[src/rtl/rdsm_pkg.sv]
// Shared types and constants for the regex dot-star matcher.
// Holds the request codes, the token kinds and the bus passed from cell to cell.
// No dependencies.
package rdsm_pkg;

  // Default number of pattern cells
  localparam int DEF_PATTERN_LEN = 32;

  // Field widths fixed by the interface
  localparam int REQ_W  = 2;
  localparam int POS_W  = 5;
  localparam int BYTE_W = 8;
  localparam int PLEN_W = 6;

  // Request codes on in_req_type
  localparam logic [REQ_W-1:0] REQ_WRITE  = 2'd0;
  localparam logic [REQ_W-1:0] REQ_TEXT   = 2'd1;
  localparam logic [REQ_W-1:0] REQ_FINISH = 2'd2;

  // Special pattern bytes
  localparam logic [BYTE_W-1:0] CH_STAR = 8'd42;
  localparam logic [BYTE_W-1:0] CH_DOT  = 8'd46;

  // Configuration register index (byte address bit 2)
  localparam logic CFG_PATTERN_LENGTH = 1'b0;

  // Kind of token traveling down the chain
  typedef enum logic [1:0] {
    TOK_IDLE,
    TOK_WRITE,
    TOK_TEXT,
    TOK_FINISH
  } tok_kind_t;

  // Token plus the column bits each cell hands to its right neighbor
  typedef struct packed {
    tok_kind_t         kind;
    logic              fresh;   // first text byte, or finish with no text
    logic              lead;    // set only by the head: next cell is position 0
    logic [BYTE_W-1:0] data;    // text byte or pattern byte to write
    logic [POS_W-1:0]  pos;     // pattern position to write
    logic [BYTE_W-1:0] pat;     // pattern byte of the sending cell
    logic              nb;      // new column bit of the sending cell
    logic              nb_up;   // new column bit one cell further left
    logic              ob;      // old column bit of the sending cell
    logic              ib;      // empty-text column bit of the sending cell
    logic              ib_up;   // empty-text column bit one cell further left
    logic              res;     // match result collected so far
  } cell_bus_t;

endpackage

[src/rtl/rdsm_head.sv]
// Ingress stage of the regex dot-star matcher: turns a request into a chain token.
// Tracks the start-of-text flag and seeds column bit zero.
// Depends on rdsm_pkg.
module rdsm_head #(
  parameter int LEN_W = 6
) (
  input  logic                      clk,
  input  logic                      rst_n,
  input  logic                      adv,
  input  logic                      take,
  input  logic [rdsm_pkg::REQ_W-1:0]  req_type,
  input  logic [rdsm_pkg::POS_W-1:0]  position,
  input  logic [rdsm_pkg::BYTE_W-1:0] value,
  input  logic [LEN_W-1:0]          len_eff,
  output rdsm_pkg::cell_bus_t       bus_out
);
  import rdsm_pkg::*;

  cell_bus_t bus_r, bus_nxt;
  logic      at_start_r, at_start_nxt;
  tok_kind_t kind;

  // Decode the request
  always_comb begin
    unique case (req_type)
      REQ_WRITE:  kind = TOK_WRITE;
      REQ_TEXT:   kind = TOK_TEXT;
      REQ_FINISH: kind = TOK_FINISH;
      default:    kind = TOK_IDLE;
    endcase
  end

  // Build the token; column bit zero is zero after any text byte
  always_comb begin
    bus_nxt       = '0;
    bus_nxt.kind  = take ? kind : TOK_IDLE;
    bus_nxt.fresh = at_start_r;
    bus_nxt.lead  = 1'b1;
    bus_nxt.data  = value;
    bus_nxt.pos   = position;
    bus_nxt.ib    = 1'b1;
    bus_nxt.ib_up = 1'b1;
    bus_nxt.res   = (len_eff == '0) ? at_start_r : 1'b0;

    // Rearm on finish, drop the flag on the first text byte
    at_start_nxt = at_start_r;
    if (take && kind == TOK_TEXT) begin
      at_start_nxt = 1'b0;
    end else if (take && kind == TOK_FINISH) begin
      at_start_nxt = 1'b1;
    end
  end

  always_ff @(posedge clk) begin
    if (!rst_n) begin
      at_start_r   <= 1'b1;
      bus_r.kind   <= TOK_IDLE;
    end else if (adv) begin
      at_start_r   <= at_start_nxt;
      bus_r        <= bus_nxt;
    end
  end

  assign bus_out = bus_r;

endmodule

[src/rtl/rdsm_cell.sv]
// One pattern position of the regex dot-star matcher chain.
// Holds its pattern byte and its column bit, updates them as tokens pass.
// Depends on rdsm_pkg.
module rdsm_cell #(
  parameter int PATTERN_LEN = rdsm_pkg::DEF_PATTERN_LEN,
  parameter int IDX         = 0,
  parameter int LEN_W       = $clog2(PATTERN_LEN + 1)
) (
  input  logic                clk,
  input  logic                rst_n,
  input  logic                adv,
  input  logic [LEN_W-1:0]    len_eff,
  input  rdsm_pkg::cell_bus_t bus_in,
  output rdsm_pkg::cell_bus_t bus_out
);
  import rdsm_pkg::*;

  logic [BYTE_W-1:0] pat_r, pat_nxt;
  logic              col_r, col_nxt;
  cell_bus_t         bus_r, bus_nxt;

  logic m_own, m_up, is_star;
  logic ib_n, old_mine, old_up, n_text, v_fin;

  // Column update for this position
  always_comb begin
    m_own    = (pat_r == CH_DOT) || (pat_r == bus_in.data);
    m_up     = (bus_in.pat == CH_DOT) || (bus_in.pat == bus_in.data);
    is_star  = (pat_r == CH_STAR);

    // Empty-text column: a star copies the bit two positions back
    ib_n     = is_star ? (bus_in.lead ? bus_in.ib : bus_in.ib_up) : 1'b0;

    // On the first text byte the old column is the empty-text column
    old_mine = bus_in.fresh ? ib_n : col_r;
    old_up   = bus_in.fresh ? bus_in.ib : bus_in.ob;

    if (is_star) begin
      n_text = bus_in.lead ? bus_in.nb : (bus_in.nb_up | (m_up & old_mine));
    end else begin
      n_text = m_own & old_up;
    end

    v_fin = bus_in.fresh ? ib_n : col_r;
  end

  // Apply the token and forward it
  always_comb begin
    col_nxt = col_r;
    pat_nxt = pat_r;

    bus_nxt       = bus_in;
    bus_nxt.lead  = 1'b0;
    bus_nxt.pat   = pat_r;
    bus_nxt.nb    = col_r;
    bus_nxt.nb_up = bus_in.nb;
    bus_nxt.ob    = col_r;
    bus_nxt.ib    = ib_n;
    bus_nxt.ib_up = bus_in.ib;

    case (bus_in.kind)
      TOK_TEXT: begin
        col_nxt    = n_text;
        bus_nxt.nb = n_text;
      end
      TOK_WRITE: begin
        if (int'(bus_in.pos) == IDX) begin
          pat_nxt = bus_in.data;
        end
      end
      TOK_FINISH: begin
        if (len_eff == LEN_W'(IDX + 1)) begin
          bus_nxt.res = v_fin;
        end
      end
      default: begin
      end
    endcase
  end

  always_ff @(posedge clk) begin
    if (!rst_n) begin
      col_r      <= 1'b0;
      bus_r.kind <= TOK_IDLE;
    end else if (adv) begin
      col_r      <= col_nxt;
      bus_r      <= bus_nxt;
    end
  end

  // Pattern byte carries no reset
  always_ff @(posedge clk) begin
    if (adv) begin
      pat_r <= pat_nxt;
    end
  end

  assign bus_out = bus_r;

endmodule

[src/rtl/regex_dot_star_matcher_core.sv]
// Regex dot-star matcher: whole-text match of streamed bytes against a pattern.
// Takes one transaction per cycle unless the chain is stalled; a finish result passes
// through the head register, the register of each pattern cell in turn, then the output register.
// A result waiting at the output stalls the whole cell chain and the input once
// the next finish reaches the tail.
// Synchronous active-low reset clears pattern_length, the column and the text flag;
// pattern bytes stay undefined until written.
// Depends on rdsm_pkg, rdsm_head, rdsm_cell.
module regex_dot_star_matcher_core #(
  parameter int PATTERN_LEN = rdsm_pkg::DEF_PATTERN_LEN
) (
  input  logic                        clk,
  input  logic                        rst_n,

  input  logic                        in_valid,
  output logic                        in_ready,
  input  logic [rdsm_pkg::REQ_W-1:0]  in_req_type,
  input  logic [rdsm_pkg::POS_W-1:0]  in_position,
  input  logic [rdsm_pkg::BYTE_W-1:0] in_value,

  output logic                        out_valid,
  input  logic                        out_ready,
  output logic                        out_matched,

  input  logic                        psel,
  input  logic                        penable,
  input  logic                        pwrite,
  input  logic [2:0]                  paddr,
  input  logic [31:0]                 pwdata,
  output logic [31:0]                 prdata,
  output logic                        pready
);
  import rdsm_pkg::*;

  localparam int LEN_W = $clog2(PATTERN_LEN + 1);

  logic [PLEN_W-1:0] plen_r;
  logic [LEN_W-1:0]  len_eff;
  logic              adv, take;
  cell_bus_t         chain_bus [PATTERN_LEN+1];
  cell_bus_t         tail;
  logic              out_valid_r, out_matched_r;

  // Configuration register
  assign pready = 1'b1;

  always_ff @(posedge clk) begin
    if (!rst_n) begin
      plen_r <= '0;
    end else if (psel && penable && pwrite && paddr[2] == CFG_PATTERN_LENGTH) begin
      plen_r <= pwdata[PLEN_W-1:0];
    end
  end

  assign prdata = (paddr[2] == CFG_PATTERN_LENGTH) ? {{(32-PLEN_W){1'b0}}, plen_r} : '0;

  // Clamp the length to the number of cells
  always_comb begin
    if (int'(plen_r) > PATTERN_LEN) begin
      len_eff = LEN_W'(PATTERN_LEN);
    end else begin
      len_eff = LEN_W'(plen_r);
    end
  end

  // Advance the chain unless a result is waiting at the tail with nowhere to go
  assign tail     = chain_bus[PATTERN_LEN];
  assign adv      = !(tail.kind == TOK_FINISH && out_valid_r && !out_ready);
  assign in_ready = adv;
  assign take     = in_valid && adv;

  rdsm_head #(
    .LEN_W(LEN_W)
  ) u_head (
    .clk     (clk),
    .rst_n   (rst_n),
    .adv     (adv),
    .take    (take),
    .req_type(in_req_type),
    .position(in_position),
    .value   (in_value),
    .len_eff (len_eff),
    .bus_out (chain_bus[0])
  );

  // One cell per pattern position
  for (genvar g = 0; g < PATTERN_LEN; g++) begin : g_cell
    rdsm_cell #(
      .PATTERN_LEN(PATTERN_LEN),
      .IDX        (g),
      .LEN_W      (LEN_W)
    ) u_cell (
      .clk    (clk),
      .rst_n  (rst_n),
      .adv    (adv),
      .len_eff(len_eff),
      .bus_in (chain_bus[g]),
      .bus_out(chain_bus[g+1])
    );
  end

  // Output register: load a finish result, drop it once taken
  always_ff @(posedge clk) begin
    if (!rst_n) begin
      out_valid_r <= 1'b0;
    end else if (adv && tail.kind == TOK_FINISH) begin
      out_valid_r <= 1'b1;
    end else if (out_ready) begin
      out_valid_r <= 1'b0;
    end
  end

  always_ff @(posedge clk) begin
    if (adv && tail.kind == TOK_FINISH) begin
      out_matched_r <= tail.res;
    end
  end

  assign out_valid   = out_valid_r;
  assign out_matched = out_matched_r;

endmodule
[config.mk]
export PLATFORM = sky130hd
export DESIGN_NAME = regex_dot_star_matcher_core
export DESIGN_NICKNAME = d
export VERILOG_FILES = /design/src/rtl/rdsm_pkg.sv /design/src/rtl/rdsm_head.sv /design/src/rtl/rdsm_cell.sv /design/src/rtl/regex_dot_star_matcher_core.sv
export SDC_FILE = /design/constraint.sdc
export NUM_CORES = 2
export LEC_CHECK = 0
export ABC_AREA = 0
export BUFFER_PORTS_ARGS = -buffer_cell sky130_fd_sc_hd__buf_4
export CORE_MARGIN = 3
export CORE_UTILIZATION = 35
export CTS_BUF_LIST = sky130_fd_sc_hd__clkbuf_2 sky130_fd_sc_hd__clkbuf_4 sky130_fd_sc_hd__clkbuf_8
export CTS_CLUSTER_SIZE = 16
export DETAILED_ROUTE_END_ITERATION = 10
export GPL_TIMING_DRIVEN = 0
export PLACE_DENSITY_LB_ADDON = 0.2
export SETUP_SLACK_MARGIN = 0.02
export SYNTH_ARGS = -nofsm -noshare
export SYNTH_HDL_FRONTEND = slang
export SYNTH_SLANG_ARGS = --single-unit
[constraint.sdc]
create_clock -name clk -period 27.5 [get_ports clk]
set_input_delay 0 -clock clk [delete_from_list [all_inputs] [get_ports clk]]
set_output_delay 0 -clock clk [all_outputs]
set_load 0.05 [all_outputs]
Yosys cells after proc, flatten, opt, wreduce, memory -nomap -nowiden:

Cells that the tools add are included.
W data, S select, Z words.

* output and inout bits: 36
* input bits: 57
* logic and storage cells: 1176
* register bits after elaboration: 1244

* $lt $le $gt $ge: 1
* multiplexer cells: 230
* equality and inequality tests: 322
* bitwise logic cells: 95
* reductions and logical operators: 115

Operators by type and width (count)
* $eq A8 B6 Y1 const B: 95
* $eq A8 B8 Y1: 63
* $mux W1: 226
* $eq A2 B2 Y1 const B: 68
* $eq A6 B5 Y1 const B: 16
* $reduce_and A3 Y1: 32
* $eq A5 B5 Y1 const B: 16
* $eq A2 B1 Y1 const B: 33
* $and A1 B1 Y1: 63
* $logic_or A1 B1 Y1: 63
* $eq A6 B4 Y1 const B: 8
* $eq A5 B4 Y1 const B: 8
* $or A1 B1 Y1: 30
* $eq A6 B3 Y1 const B: 4
* $eq A5 B3 Y1 const B: 4
* $eq A6 B2 Y1 const B: 2
* $mux W6: 2
* $eq A5 B2 Y1 const B: 2
* $logic_and A1 B1 Y1: 9
* $reduce_and A2 Y1: 4
* $eq A6 B1 Y1 const B: 1
* $eq A6 B6 Y1 const B: 1
* $gt A6 B6 Y1 const B: 1
* $logic_not A6 Y1: 1
* 8 further kinds: 11

Depth between registers and ports, before layout:

* depth in word-level cells: 8
* mapped depth: 8
* gate-level depth less buffers: 6

By module:

From an unflattened synthesis, not the netlist that was laid out.

* cells, all modules: 3358
* area total of the unflattened synthesis: 51963.6 µm²

By module, submodules not included
* rdsm_cell at g_cell[2].u_cell ...: cells an instance 100, sequential area each 1141.1 µm², area each 1580.3 µm², instances 3
* rdsm_cell at g_cell[22].u_cell ...: cells an instance 101, sequential area each 1141.1 µm², area each 1589.0 µm², instances 2
* rdsm_cell at g_cell[20].u_cell ...: cells an instance 100, sequential area each 1141.1 µm², area each 1586.5 µm², instances 2
* rdsm_cell at g_cell[21].u_cell ...: cells an instance 101, sequential area each 1141.1 µm², area each 1585.3 µm², instances 2
* rdsm_cell at g_cell[18].u_cell ...: cells an instance 101, sequential area each 1141.1 µm², area each 1582.8 µm², instances 2
* rdsm_cell at g_cell[27].u_cell ...: cells an instance 102, sequential area each 1141.1 µm², area each 1580.3 µm², instances 2
* rdsm_cell at g_cell[10].u_cell ...: cells an instance 101, sequential area each 1141.1 µm², area each 1579.0 µm², instances 2
* rdsm_cell at g_cell[4].u_cell ...: cells an instance 100, sequential area each 1141.1 µm², area each 1579.0 µm², instances 2
* rdsm_cell at g_cell[12].u_cell ...: cells an instance 102, sequential area each 1141.1 µm², area each 1576.5 µm², instances 2
* rdsm_cell at g_cell[13].u_cell ...: cells an instance 101, sequential area each 1141.1 µm², area each 1576.5 µm², instances 2
* rdsm_cell at g_cell[14].u_cell ...: cells an instance 101, sequential area each 1141.1 µm², area each 1574.0 µm², instances 2
* rdsm_cell at g_cell[17].u_cell: cells an instance 100, sequential area each 1141.1 µm², area each 1585.3 µm², instances 1
* rdsm_cell at g_cell[29].u_cell: cells an instance 102, sequential area each 1141.1 µm², area each 1582.8 µm², instances 1
* rdsm_cell at g_cell[19].u_cell: cells an instance 101, sequential area each 1141.1 µm², area each 1581.5 µm², instances 1
* +8 rows

Worst setup path after synthesis:

Ideal clock, no wire load.

* path kind: reg2reg
* start: reg out_valid_r, in the netlist out_valid
* end: reg g_cell[0].u_cell.bus_r (netlist bit g_cell[0].u_cell.bus_out[0]) (enable)
* period minus slack after synthesis: 19.349 ns
* buffers on the path: 1
* setup slack: 8.151 ns
* setup time: 1.216 ns
* data required time: 26.284 ns
* arrival: 18.132 ns
* cell stages (with the launch flop): 7
* cells stage by stage: dfxtp_1 > nand2b_1 > nor2_1 > inv_2 > clkbuf_1 > nand2_1 > inv_1

* word-level cells in the longest chain between the ends: 4

Ends and longest elaborated chain
* start: declaration: line regex_dot_star_matcher_core.sv:42 `logic out_valid_r, out_matched_r;`
* start signal: assignment: line regex_dot_star_matcher_core.sv:105 `out_valid_r <= 1'b0;`
* start signal: assignment: line regex_dot_star_matcher_core.sv:107 `out_valid_r <= 1'b1;`
* start signal: assignment: line regex_dot_star_matcher_core.sv:109 `out_valid_r <= 1'b0;`
* $logic_and A1 B1 Y1 (2 in a row): line regex_dot_star_matcher_core.sv:68 `assign adv = !(tail.kind == TOK_FINISH && out_valid_r && !out_ready);`
* $not A1 Y1 (no source line)
* $reduce_and A2 Y1 (no source line)
* end signal: assignment: line rdsm_cell.sv:87 `bus_r <= bus_nxt;`
* end: declaration: line rdsm_cell.sv:20 `cell_bus_t bus_r, bus_nxt;`

No other way between the ends.
A chain may end at the register's enable or synchronous reset.

Worst setup path in the final report:

* start: in out_ready
* end: reg g_cell[12].u_cell.bus_r (netlist bit g_cell[12].u_cell.bus_out[10]) (enable)

* word-level cells in the longest chain between the ends: 4

Ends and longest elaborated chain
* start: declaration: line regex_dot_star_matcher_core.sv:22 `input logic out_ready,`
* $logic_not A1 Y1: line regex_dot_star_matcher_core.sv:68
* $logic_and A1 B1 Y1: line regex_dot_star_matcher_core.sv:68
* $not A1 Y1 (no source line)
* $reduce_and A2 Y1 (no source line)
* end signal: assignment: line rdsm_cell.sv:87
* end: declaration: line rdsm_cell.sv:20

No other way between the ends.

==> metrics.txt <==
outcome=complete, but fails checks; violated checks=max-capacitance violations, max-slew violations; post-route ant nets=0; EDFF count, synth=1,138; FILL cells=about 13k; DRC=0; PD cells=~69 nW/um2; Tightest Pin Transition=~1.5 ns; Post-synth ARST share=0%; Req. time, crit path=around 28 ns; CTS Buf Count=~200; dpl hpwl=70,500 um; CP max stage cell=clkbuf_1; crit-path cells=dlygate4sd3_1 -> buf_4 -> dlygate4sd3_1 -> nand2b_1 -> nor2_1 -> inv_2 -> clkbuf_1 -> nand2_1 -> inv_8 -> buf_16 -> buf_16 -> buf_16; CTS Root Cell=clkbuf_8; Yosys reg bits=between 1k and 1.5k; Worst Hold Class=in2reg; hold-critical path endpoint=out_matched; WL final=between 100,000 and 150,000 um; via count=between 20k and 30k; initial antenna violation count=6; max cap viols=2; cell count after synthesis=about 3.1k; setup ws final=22.44 ns; crit path max fanout=128; CTS max path bufs=3; CP most frequent cell=buf_16; Static Leak=around 18 nW; Final Util=about two fifths; vias in the first global route=between 20k and 30k; Die Ht=between 300 and 400 um; Pwr Total=around 3.9 mW; Hold Vio Cnt, Final=0; TritonRoute pass-1 iters=5; Setup TNS=0 ns; synth warn=0; dpl ws=roughly 22 ns; crit path DAT=~5.5 ns; most common cell after layout, fill and taps aside=edfxtp_1; RD Place Congestion=0.790; Worst IR Drop VDD=35.5 uV; Hold Startpoint=out_ready; path length in cells of the critical path=12; largest net degree at the start of global routing=132; H-tree Lvls=4; CTS Sinks=1,244; Layout area overhead=16.2%; min Tclk post-route=5.06 ns; syn avg cell area=~16 um2; Reg2Reg Depth=9; final setup fails=0; cell family with most CP delay=buffers and inverters; global-route usage over all layers=~14%; endpoint class of the critical path=flop; clock latency on the worst-skew pair=approximately 0.88 ns; Final #Nets=between 3k and 4k; I/O Buffers=37; Site Rows=between 100 and 150; Tcrit/Tclk final=18.4%; die width=about 380 um; Hold Crit Depth=4; reg2reg start=out_valid; die area=144,000 um2; Seq/Total Area, Yosys=around 74%; wire length per cell=between 15 and 20 um; CP bufs+invs=9; core area=about 140,000 um2; Post-CTS Hold Fix Bufs=54; IO Pins=between 90 and 100; clk slew on worst S/H paths=about 0.060 ns; Worst slew margin=-1.98%; CTS tree=built; most frequent cells in the layout=edfxtp_1, xnor2_1, nand2_1, clkbuf_8, xor2_1; Unique masters post-synth=between 60 and 70; Worst Path Class, Setup=in2reg; Overflow after GRT=0; Via density=slightly below 5; synthesized area=around 49,000 um2; Starting Density=35.4%; Iter 0 DRT Violations=between 1.5k and 2k; internal reg-to-reg setup slack=roughly 23 ns; RSZ-0062 raised after global routing=no; fmax=a little under 0.2 GHz; setup repair bufs after CTS=0; max incr delay on CP=0.87 ns; Clock Skew=about 0.053 ns; crit path launch type=input pin; post-route cell area=between 50,000 and 60,000 um2; Synth Flop Type=edfxtp_1; reg-to-reg endpoint=g_cell[12].u_cell.bus_out[10]; first-pass GRT wire length=between 150,000 and 200,000 um; post-CTS resize count=0; layout cell share with drive strength beyond 1=about 14%; Slew Limit Fails=5; Post-DP Area=about 52,000 um2
==> through the flow <==
step | cells | hold slack (ns)
after global placement | 5003 | 0.178
final | 5472 | 0.219
after CTS | 5470 | 0.0904
after floorplan | 3103 | 0.0989
after global routing | 5471 | 0.160
after detailed placement | 5040 | 0.180
==> state kept, by name, summed over array words and instances (netlist names) <==
name	count
g_cell.u_cell.bus_out	930
g_cell.u_cell.pat_r	256
g_cell.u_cell.col_r	32
u_head.bus_out	17
plen_r	6
out_matched	1
out_valid	1
u_head.at_start_r	1
==> cells by family (layout without fill, tap and decap cells) <==
logic type | after synthesis | count (layout) | share of synthesized area [%]
DFF | 1244 | 1244 | 74.4
buffers and inverters | 96 | 600 | 0.946
muxes | 64 | 64 | 1.39
and+or+nand+nor | 834 | 834 | 10.0
adders and majority gates | 4 | 4 | 0.103
other | 2 | 29 | 0.0154
AOI/OAI and AO/OA | 345 | 345 | 4.36
xor gates and xnor gates | 489 | 489 | 8.78
==> cells in the mapped netlist, drive strengths merged (24+ instances only) <==
| library cell | count | area, um2 |
|---|---|---|
| nand3 | 27 | 135 |
| dfxtp | 106 | 2120 |
| inv | 34 | 128 |
| buf | 30 | 214 |
| nor2 | 73 | 274 |
| xor2 | 180 | 1580 |
| nand2b | 31 | 194 |
| nand2 | 225 | 845 |
| nor2b | 60 | 375 |
| a211oi | 38 | 285 |
| a21oi | 125 | 626 |
| nor3b | 27 | 203 |
| o21ai | 69 | 345 |
| nor4b | 33 | 289 |
| clkbuf | 32 | 120 |
| nand4 | 124 | 776 |
| nor4 | 83 | 534 |
| nand4b | 32 | 280 |
| xnor2 | 309 | 2710 |
| mux2 | 30 | 338 |
| or4b | 24 | 248 |
| edfxtp | 1138 | 34200 |
| mux2i | 34 | 340 |
==> power by group <==
group          internal [mW]  total [mW]  switching (mW)  leakage [nW]
sequential              2.13        2.19          0.0567          11.8
combinational         0.0509       0.120          0.0690          4.52
clock                  0.852        1.58           0.727          2.12
total                   3.04        3.89           0.853          18.5
==> final cells by class <==
cell class	instances	area, um2	area share (%)
well taps	1863	2330	4.11
repair buffers	128	1240	2.19
inverters	34	135	0.238
flip-flops and latches	1244	36300	64.0
plain buffers	62	335	0.592
clock buffers	295	3570	6.30
diodes	2	5.00	0.00883
clock inverters	81	449	0.792
multi-input cells	1763	12300	21.7
==> tightest hold or removal path: stages <==
cell and delay (ns):
dlygate4sd3_1 0.54, buf_4 0.16, nor2b_1 0.10, nor2_1 0.09
==> worst max-delay path by stage <==
stage,start,end,slack [ns]
6_report,out_ready,g_cell[12].u_cell.bus_out[10],22.44
5_1_grt,out_valid,g_cell[12].u_cell.bus_out[10],22.27
4_1_cts,out_valid,g_cell[12].u_cell.bus_out[10],22.43
3_5_place_dp,out_valid,g_cell[15].u_cell.bus_out[25],22.45
3_3_place_gp,out_valid,g_cell[28].u_cell.bus_out[25],0.09
2_1_floorplan,out_valid,g_cell[0].u_cell.bus_out[0],8.15
==> metal layers <==
layer  GRT usage (%)  part of all wire, %
met4            4.69                  2.3
met1            19.6                   46
met3            3.23                  5.6
met2            22.8                   47
met5               0                    0
Power figures use the tool's default switching activity.
